===== src/sv/gspf_pkg.sv =====
// ---------------------------------------------------------------------------
// gspf_pkg
// Shared types, constants and codes for the grid shortest-path finder.
// ---------------------------------------------------------------------------
package gspf_pkg;

	localparam int MAX_SIDE = 32;
	localparam int CELLS = MAX_SIDE * MAX_SIDE;
	localparam int CW = $clog2(MAX_SIDE);
	localparam int AW = $clog2(CELLS);
	localparam logic [13:0] UNREACHED = 14'd16383;
	localparam logic [13:0] DIST_MAX = 14'd16382;
	localparam logic [10:0] LEN_MAX = 11'd2047;

	localparam logic [1:0] OP_WRITE = 2'd0;
	localparam logic [1:0] OP_RUN = 2'd1;
	localparam logic [1:0] OP_READ = 2'd2;

	localparam logic [1:0] KIND_OBSTACLE = 2'd1;
	localparam logic [1:0] KIND_FINISH = 2'd2;

	localparam logic [1:0] ST_DONE = 2'd0;
	localparam logic [1:0] ST_FOUND = 2'd1;
	localparam logic [1:0] ST_NOPATH = 2'd2;

	localparam logic [1:0] VIS_NONE = 2'd0;
	localparam logic [1:0] VIS_WAIT = 2'd1;
	localparam logic [1:0] VIS_DONE = 2'd2;

	localparam logic [1:0] REG_WIDTH = 2'd0;
	localparam logic [1:0] REG_HEIGHT = 2'd1;
	localparam logic [1:0] REG_START_X = 2'd2;
	localparam logic [1:0] REG_START_Y = 2'd3;

	typedef struct packed {
		logic [1:0] operation;
		logic [4:0] cell_x;
		logic [4:0] cell_y;
		logic [1:0] cell_kind;
	} cmd_t;

	typedef struct packed {
		logic [1:0] status;
		logic [10:0] path_length;
		logic [13:0] finish_distance;
		logic [13:0] cell_distance;
		logic cell_on_path;
	} result_t;

	typedef enum logic [3:0] {
		S_INIT, S_IDLE, S_CLEAR, S_SEED, S_SCAN, S_SCAN_END, S_SETTLE, S_RELAX, S_TRACE,
		S_TRACE_END, S_READ, S_DONE
	} state_t;

	// Controller to datapath commands.
	typedef struct packed {
		logic latch_cmd;
		logic do_write;
		logic clear_start;
		logic clear_step;
		logic seed;
		logic scan_start;
		logic scan_step;
		logic settle;
		logic relax_start;
		logic relax_step;
		logic trace_start;
		logic trace_step;
		logic finish_ok;
		logic finish_fail;
		logic finish_plain;
	} ctrl_t;

	// Datapath to controller status.
	typedef struct packed {
		logic clear_last;
		logic scan_last;
		logic start_ok;
		logic any_found;
		logic is_finish;
		logic relax_last;
		logic trace_end;
	} stat_t;

endpackage


===== src/sv/gspf_ctrl.sv =====
// ---------------------------------------------------------------------------
// gspf_ctrl
// Sequencer for writes, reads, the search loop and the trace back.
// ---------------------------------------------------------------------------
module gspf_ctrl (
	input logic clk,
	input logic arst_n,
	input logic start,
	input logic [1:0] op,
	input gspf_pkg::stat_t st,
	output gspf_pkg::ctrl_t ctl,
	output logic busy
);
	import gspf_pkg::*;

	state_t state_q, state_d;

	always_ff @(posedge clk or negedge arst_n) begin
		if (!arst_n) state_q <= S_INIT;
		else state_q <= state_d;
	end

	always_comb begin
		state_d = state_q;
		ctl = '0;
		busy = (state_q != S_IDLE);
		unique case (state_q)
			S_INIT: begin
				ctl.clear_step = 1'b1;
				if (st.clear_last) state_d = S_IDLE;
			end
			S_IDLE: begin
				if (start) begin
					ctl.latch_cmd = 1'b1;
					unique case (op)
						OP_WRITE: begin
							ctl.do_write = 1'b1;
							state_d = S_DONE;
						end
						OP_RUN: begin
							ctl.clear_start = 1'b1;
							state_d = S_CLEAR;
						end
						OP_READ: state_d = S_READ;
						default: state_d = S_DONE;
					endcase
				end
			end
			S_CLEAR: begin
				ctl.clear_step = 1'b1;
				if (st.clear_last) begin
					if (st.start_ok) begin
						state_d = S_SEED;
					end else begin
						ctl.finish_fail = 1'b1;
						state_d = S_IDLE;
					end
				end
			end
			S_SEED: begin
				ctl.seed = 1'b1;
				state_d = S_SCAN;
			end
			S_SCAN: begin
				ctl.scan_step = 1'b1;
				if (st.scan_last) state_d = S_SCAN_END;
			end
			S_SCAN_END: begin
				if (!st.any_found) begin
					ctl.finish_fail = 1'b1;
					state_d = S_IDLE;
				end else begin
					ctl.settle = 1'b1;
					state_d = S_SETTLE;
				end
			end
			S_SETTLE: begin
				if (st.is_finish) begin
					ctl.trace_start = 1'b1;
					state_d = S_TRACE;
				end else begin
					ctl.relax_start = 1'b1;
					state_d = S_RELAX;
				end
			end
			S_RELAX: begin
				ctl.relax_step = 1'b1;
				if (st.relax_last) begin
					ctl.scan_start = 1'b1;
					state_d = S_SCAN;
				end
			end
			S_TRACE: begin
				ctl.trace_step = 1'b1;
				if (st.trace_end) state_d = S_TRACE_END;
			end
			S_TRACE_END: begin
				ctl.finish_ok = 1'b1;
				state_d = S_IDLE;
			end
			S_READ: state_d = S_DONE;
			S_DONE: begin
				ctl.finish_plain = 1'b1;
				state_d = S_IDLE;
			end
			default: state_d = S_IDLE;
		endcase
	end
endmodule


===== config.mk =====
export PLATFORM = sky130hd
export DESIGN_NAME = gspf_ctrl
export DESIGN_NICKNAME = d
export VERILOG_FILES = /design/src/sv/gspf_pkg.sv /design/src/sv/gspf_ctrl.sv
export SDC_FILE = /design/constraint.sdc
export NUM_CORES = 1
export LEC_CHECK = 0
export BUFFER_PORTS_ARGS = -buffer_cell sky130_fd_sc_hd__buf_2
export CORE_AREA = 5 5 42 44
export DETAILED_ROUTE_END_ITERATION = 6
export DIE_AREA = 0 0 47 49
export HOLD_SLACK_MARGIN = 0.03
export PLACE_DENSITY = 0.75
export SYNTH_ARGS = -nofsm -noshare
export SYNTH_HDL_FRONTEND = slang
export SYNTH_SLANG_ARGS = --single-unit

===== constraint.sdc =====
create_clock -name clk -period 2.7 [get_ports clk]
set_clock_uncertainty 0.2 [all_clocks]
set_input_delay 0.27 -clock clk [delete_from_list [all_inputs] [get_ports clk]]
set_output_delay 0.27 -clock clk [all_outputs]
set_load 0.005 [all_outputs]

==> results of run 1 <==
## cell usage in the layout (no fill, tap or decap), types with 2 or more instances in the layout
| master | netlist | final |
|---|---|---|
| nand2b_1 | 2 | 2 |
| nand2_1 | 3 | 3 |
| and2_1 | 2 | 2 |
| and3_1 | 2 | 2 |
| a21o_1 | 2 | 2 |
| dfrtp_1 | 4 | 4 |
| a21oi_1 | 2 | 2 |
| a2bb2oi_1 | 2 | 2 |
| nand2b_2 | 2 | 2 |
| o22ai_1 | 2 | 2 |
| nor2_1 | 5 | 5 |
| ha_1 | 3 | 3 |
| buf_2 | 1 | 27 |
| inv_1 | 6 | 6 |
| clkbuf_4 | 0 | 3 |
| nor3_1 | 9 | 9 |
## Yosys cell counts, types with 2 or more instances
cell type / count
nor3_1: 9
inv_1: 6
nor2_1: 5
dfrtp_1: 4
ha_1: 3
nand2_1: 3
a21o_1: 2
a21oi_1: 2
a2bb2oi_1: 2
and2_1: 2
and3_1: 2
clkbuf_8: 2
nand2b_1: 2
nand2b_2: 2
o22ai_1: 2
## power groups by stage
| stage | Clock, uW | Combinational [uW] | Sequential (uW) |
|---|---|---|---|
| 5_1_grt | 83.0 | 444 | 188 |
| 2_1_floorplan | 0 | 401 | 111 |
| 4_1_cts | 79.5 | 405 | 180 |
| 3_3_place_gp | 0 | 394 | 175 |
| 6_report | 77.8 | 402 | 182 |
| 3_5_place_dp | 0 | 402 | 180 |
## through the flow
stage                     setup slack, ps  utilization (%)  cell area [um^2]  hold slack, ps  instances
final                                 463             50.0               701             164        108
after global routing                  308             50.0               701             172        108
after global placement                742             47.7               668            -120        104
after CTS                             451             50.0               701             164        108
after detailed placement              683             47.7               668            -120        104
after floorplan                       914                -               564            -226         66
## repair_timing
action / 4_1_cts / 5_1_grt
endpoints found under the hold margin: 4 / 0
hold buffers: 1 / 0
endpoints found under the setup margin: 0 / 0
## worst reg2reg max path: cells and delay by family, from the launching register on
family,cells,cell delay (ps)
DFF,1,550
muxes,1,310
and+or+nand+nor,1,630
AOI/OAI and AO/OA,2,220
## kinds of logic after synthesis
kind of cell / Yosys count / synth area share (%)
flops: 4 / 17.7
compound gates: 14 / 23.3
buf+inv: 11 / 13.1
mux: 2 / 4.66
simple gates: 32 / 34.6
fa+ha+maj: 3 / 6.65
## metal layers
metal,global-route usage [%],vias to the layer above,part of all wire (%)
li1,-,291,-
met1,16.4,274,44
met2,23.5,22,49
met3,3.32,3,6.3
met4,4.15,0,0.54
met5,0,-,0
## layout make-up
type / instances / share of cell area (%)
inverters: 6 / 3.21
flip-flops and latches: 4 / 14.3
well taps: 16 / 2.86
repair buffers: 28 / 20.7
clock buffers: 3 / 3.21
multi-input cells: 51 / 55.7
## worst min path at each step
stage	startpoint	endpoint	slack, ps
3_3_place_gp	arst_n	state_q[2]	-120
3_5_place_dp	arst_n	state_q[2]	-120
2_1_floorplan	arst_n	state_q[0]	-230
4_1_cts	st[0]	state_q[3]	160
5_1_grt	st[0]	state_q[3]	170
6_report	arst_n	state_q[2]	160
==> flow_summary.toml, run 1 <==
[sta]
max_slew_margin_pct = 67.8
worst_pin_slew_ps = 483
rsz0062_at_grt = "no"
slew_violations = 0
hold_violations = 0
fin_crit_sh_pct = 82.9
layout_min_cycle_time_ps = 2240
setup_violations = 0
fin_setup_tns_ps = 0
fmax_mhz = 447

[finish]
n_antenna_cell = 0
layout-drive-gt1-share_pct = 43.5
multiInputGateArea_um2 = 390
nFillCells = 164
nNetsFinal = 109
regMostFlops = "state_q"
area_growth_pct = 24.2
largest_reg_flops = 4
largestRegisters = "state_q: 4 flops"
seq_area_um2 = 100

[power_and_ir_drop]
swShare_pct = 47.7
total_power_uw = 662
combinationalPowerShare_pct = 60.7
power.switching_uw = 316
pwr-share-clk_pct = 11.7
p_leak_uw = 0.000371
ir_worst_vdd_mv = 0.391
power_frac_seq_pct = 27.5
powerDensity_nw_per_um2 = 944
internal_power_uw = 346

[worst_setup_path]
cp_max_fo = 16
reg2reg_to = "state_q[1]"
crit_path_end = "ctl[12]"
crit_buf_inv = 1
r2r_setup_slack_ps = 680
crit_family = "simple AND/OR/NAND/NOR gates"
crit_path_cell_trace = "nand2b_1, nor3_1, and3_1, buf_2"
critPathKind = "flop to output port"
cp-start-kind = "flop"
path_depth = 4
arrival_ps = 1770
timing.rr.start = "state_q[0]"
r2r_cells = 4
critical_path.startpoint = "state_q[0]"
slowest_delay_ps = 630
slowest_stage = "dfrtp_1"
endpoint_kind = "output port"
required_ps = 2230

[placement]
gp_congestion = 0.855
numPortBuffers = 27
hpwl_um = 1180

[logic_synthesis]
async_flop_share_pct = 100
ys_ff_latch = 4
synth_area_leaders = "dfrtp_1 (18%), nor3_1 (8.0%), ha_1 (6.7%)"
synth.top_cell.area_share_pct = 17.7
synthesis.nets = 81
synth-edff-count = 0
yosysWarnings = 0
ys_seq_area_share_pct = 17.7
synth_area_per_cell_um2 = 8.55
synth_area_um2 = 564
syn_inst = 66
synth_ff_type = "dfrtp_1"
yosysTopAreaCell = "dfrtp_1"
synth_cell_type_count = 33

[drt]
drt_iter0_drc = 14
drcViolationCount = 0
ant_nets = 0
viasPerCell = 5.46
wirelength_um = 1490
avgRoutedWirePerCell_um = 13.8
drt_first_pass_iters = 4
vias = 590

[cts]
path_clk_slew_ps = 40
clk-insertion-delay-late_ps = 240
root_buffer = "clkbuf_4"
clock_sinks = 4
cts_buffer_depth = 2
cts_buffers = 3
htreeDepth = 1
cts_resized = 0
cts_tree = "done"
cts_setup_buffers = 0

[floorplan]
dieArea_um2 = 2300
core_um2 = 1400
num_io_pins = 28
die_width_um = 47
start_util_pct = 40.3
rows = 14
fp.dieH_um = 49

[run_status]
status = "completed"

[grt]
grt_pass1_vias = 557
grt_antenna_before_repair = 0
grt_max_degree = 17
grt_overflow = 0
grt_usage_pct = 13.9
grt_first_pass_wirelength_um = 2400

[run]
drv_cap = 0

[worst_hold_path]
hold_path_class = "input pin to asynchronous set/reset pin"
(Power assumes the default switching activity.)
==> inputs of run 2 (changes only) <==
--- a/config.mk
+++ b/config.mk
@@ -6,11 +6,11 @@
 export NUM_CORES = 1
 export LEC_CHECK = 0
 export BUFFER_PORTS_ARGS = -buffer_cell sky130_fd_sc_hd__buf_2
-export CORE_AREA = 5 5 42 44
+export CORE_MARGIN = 5
+export CORE_UTILIZATION = 39
 export DETAILED_ROUTE_END_ITERATION = 6
-export DIE_AREA = 0 0 47 49
 export HOLD_SLACK_MARGIN = 0.03
-export PLACE_DENSITY = 0.75
+export PLACE_DENSITY = 0.73
 export SYNTH_ARGS = -nofsm -noshare
 export SYNTH_HDL_FRONTEND = slang
 export SYNTH_SLANG_ARGS = --single-unit
==> constraint.sdc (replaced) <==
create_clock -name clk -period 1.8 [get_ports clk]
set_clock_uncertainty 0.2 [all_clocks]
set_input_delay 0.18 -clock clk [delete_from_list [all_inputs] [get_ports clk]]
set_output_delay 0.18 -clock clk [all_outputs]
set_load 0.005 [all_outputs]
==> run 2 against run 1 <==
Net effect: the flow now finishes with violations (negative setup slack); clock power is 47% higher; largest power group unchanged; count of clock-buffer cells in the layout stayed put; combinational power grew to 2.7 times the previous value; die area increased by 0.21%; register-to-register slack got worse by 680 ps; sequential share of layout area fell by 3.2 points; critical path depth rose by 2; worst setup slack got worse by 480 ps; global-route usage up 2.9 points; hold slack got worse by 95 ps; critical endpoint is now ctl[1]; total power rose by 110%; largest cell class unchanged.
==> flow_summary.toml, run 2 (synthesized netlist as in run 1, its figures left out) <==
[sta]
hold_violations = 0
fin_crit_sh_pct = 101
fin_setup_tns_ps = -20.2
setup_violations = 2
whs_ps = 69.4
layout_min_cycle_time_ps = 1820
rsz0062_at_grt = "yes"
max_slew_margin_pct = 80.1
slew_violations = 0
fmax_mhz = 551
worst_pin_slew_ps = 298
setup_ws_ps = -15.4

[cts]
clk-insertion-delay-late_ps = 240
root_buffer = "clkbuf_4"
clock_sinks = 4
cts_buffers = 3
cts_buffer_depth = 2
cts_tree = "done"
htreeDepth = 1
path_clk_slew_ps = 40

[power_and_ir_drop]
powerDensity_nw_per_um2 = 1500
ir_worst_vdd_mv = 0.862
total_power_uw = 1390
p_leak_uw = 0.000489

[finish]
n_antenna_cell = 0
largest_reg_flops = 4
layout-drive-gt1-share_pct = 59.8
area_growth_pct = 63.9
largestRegisters = "state_q: 4 flops"
design_area_um2 = 925
layout_common_cells = "buf_2 (27), buf_4 (14), nor3_1 (7), inv_1 (6), buf_6 (5)"
nNetsFinal = 129
regMostFlops = "state_q"
final_common_cell = "buf_2"

[floorplan]
num_io_pins = 28
die_width_um = 48.0
fp.dieH_um = 48.0
start_util_pct = 42.3
rows = 13
core_um2 = 1330
dieArea_um2 = 2310

[worst_setup_path]
endpoint_kind = "output port"
crit_buf_inv = 3
required_ps = 1420
crit_top_cell = "buf_6"
crit_path_cell_trace = "buf_6, buf_6, nor4b_4, a31oi_1, nor2_1, buf_2"
cp_max_fo = 8
critPathKind = "flop to output port"
cp-start-kind = "flop"
r2r_cells = 4
slowest_stage = "dfrtp_2"
arrival_ps = 1440
path_depth = 6
slowest_delay_ps = 420
crit_family = "flip-flops"

[drt]
drcViolationCount = 0
drt_first_pass_iters = 4
drt_iter0_drc = 21
avgRoutedWirePerCell_um = 14.1
vias = 685
ant_nets = 0
wirelength_um = 1790
viasPerCell = 5.39

[grt]
grt_overflow = 0
grt_antenna_before_repair = 0
grt_first_pass_wirelength_um = 2700
grt_max_degree = 11
grt_pass1_vias = 623
grt_usage_pct = 16.7

[placement]
numPortBuffers = 27
hpwl_um = 1310
gp_congestion = 0.825
place_ws_ps = 4.85
placed_area_um2 = 734

[run_status]
status = "finished, violations left"
violations = "negative setup slack"

[run]
drv_cap = 0

[worst_hold_path]
hold_path_class = "input pin to asynchronous set/reset pin"
## run 2: cell types whose count changed in the layout (fill, tap and decap cells not counted), sizes merged
cell  previous run  this run
buf             27        47
## run 2: layout make-up
| type | count | area (um^2) |
|---|---|---|
| multi-input combinational | 51 | 432 |
| fill | 113 | 409 |
| timing repair buffer | 48 | 327 |
| sequential | 4 | 103 |
| clock buffer | 3 | 22.5 |
| inverter | 6 | 22.5 |
| tap | 15 | 18.8 |
## run 2: metrics by stage
step,std cells,util (%)
finish,127,69.3
global route,127,69.3
floorplan,66,-
CTS,116,59.4
global placement,112,55.1
detailed placement,112,55.1
## run 2: worst paths after layout
path                            startpoint          to  slack, ps
worst min-delay path                arst_n  state_q[2]         70
worst max register to register  state_q[0]  state_q[1]          0
worst max-delay path            state_q[2]      ctl[1]        -20
max in group asynchronous           arst_n  state_q[3]       1200
worst min register to register  state_q[3]  state_q[2]        320
min in group clk                     st[0]  state_q[3]        190
## run 2: worst reg2reg max path, delay by kind of cell, from the launching register on
family / cells / cell delay (ps)
and+or+nand+nor: 1 / 520
DFF: 1 / 410
muxes: 1 / 310
AOI/OAI and AO/OA: 2 / 240
## run 2: metal layers
layer  GRT usage, %  share of wire, %  vias to the layer above
met1           21.1                44                      331
met4           4.84              0.62                        0
met3           3.76               6.2                        2
li1               -                 -                      327
met2           28.2                49                       25
met5              0                 0                        -
## run 2: report_power, final
group	internal (uW)	switching [uW]	leakage [uW]
clock network	74.8	39.6	0.0000138
registers	135	47.7	0.0000465
logic	587	501	0.000429
total	797	589	0.000489
## run 2: timing repair
item	4_1_cts	5_1_grt
setup buffers	0	11
hold buffers	1	0
setup endpoints to repair	10	13
resized for setup	6	9
hold endpoints to repair	4	0
pin swaps	3	3
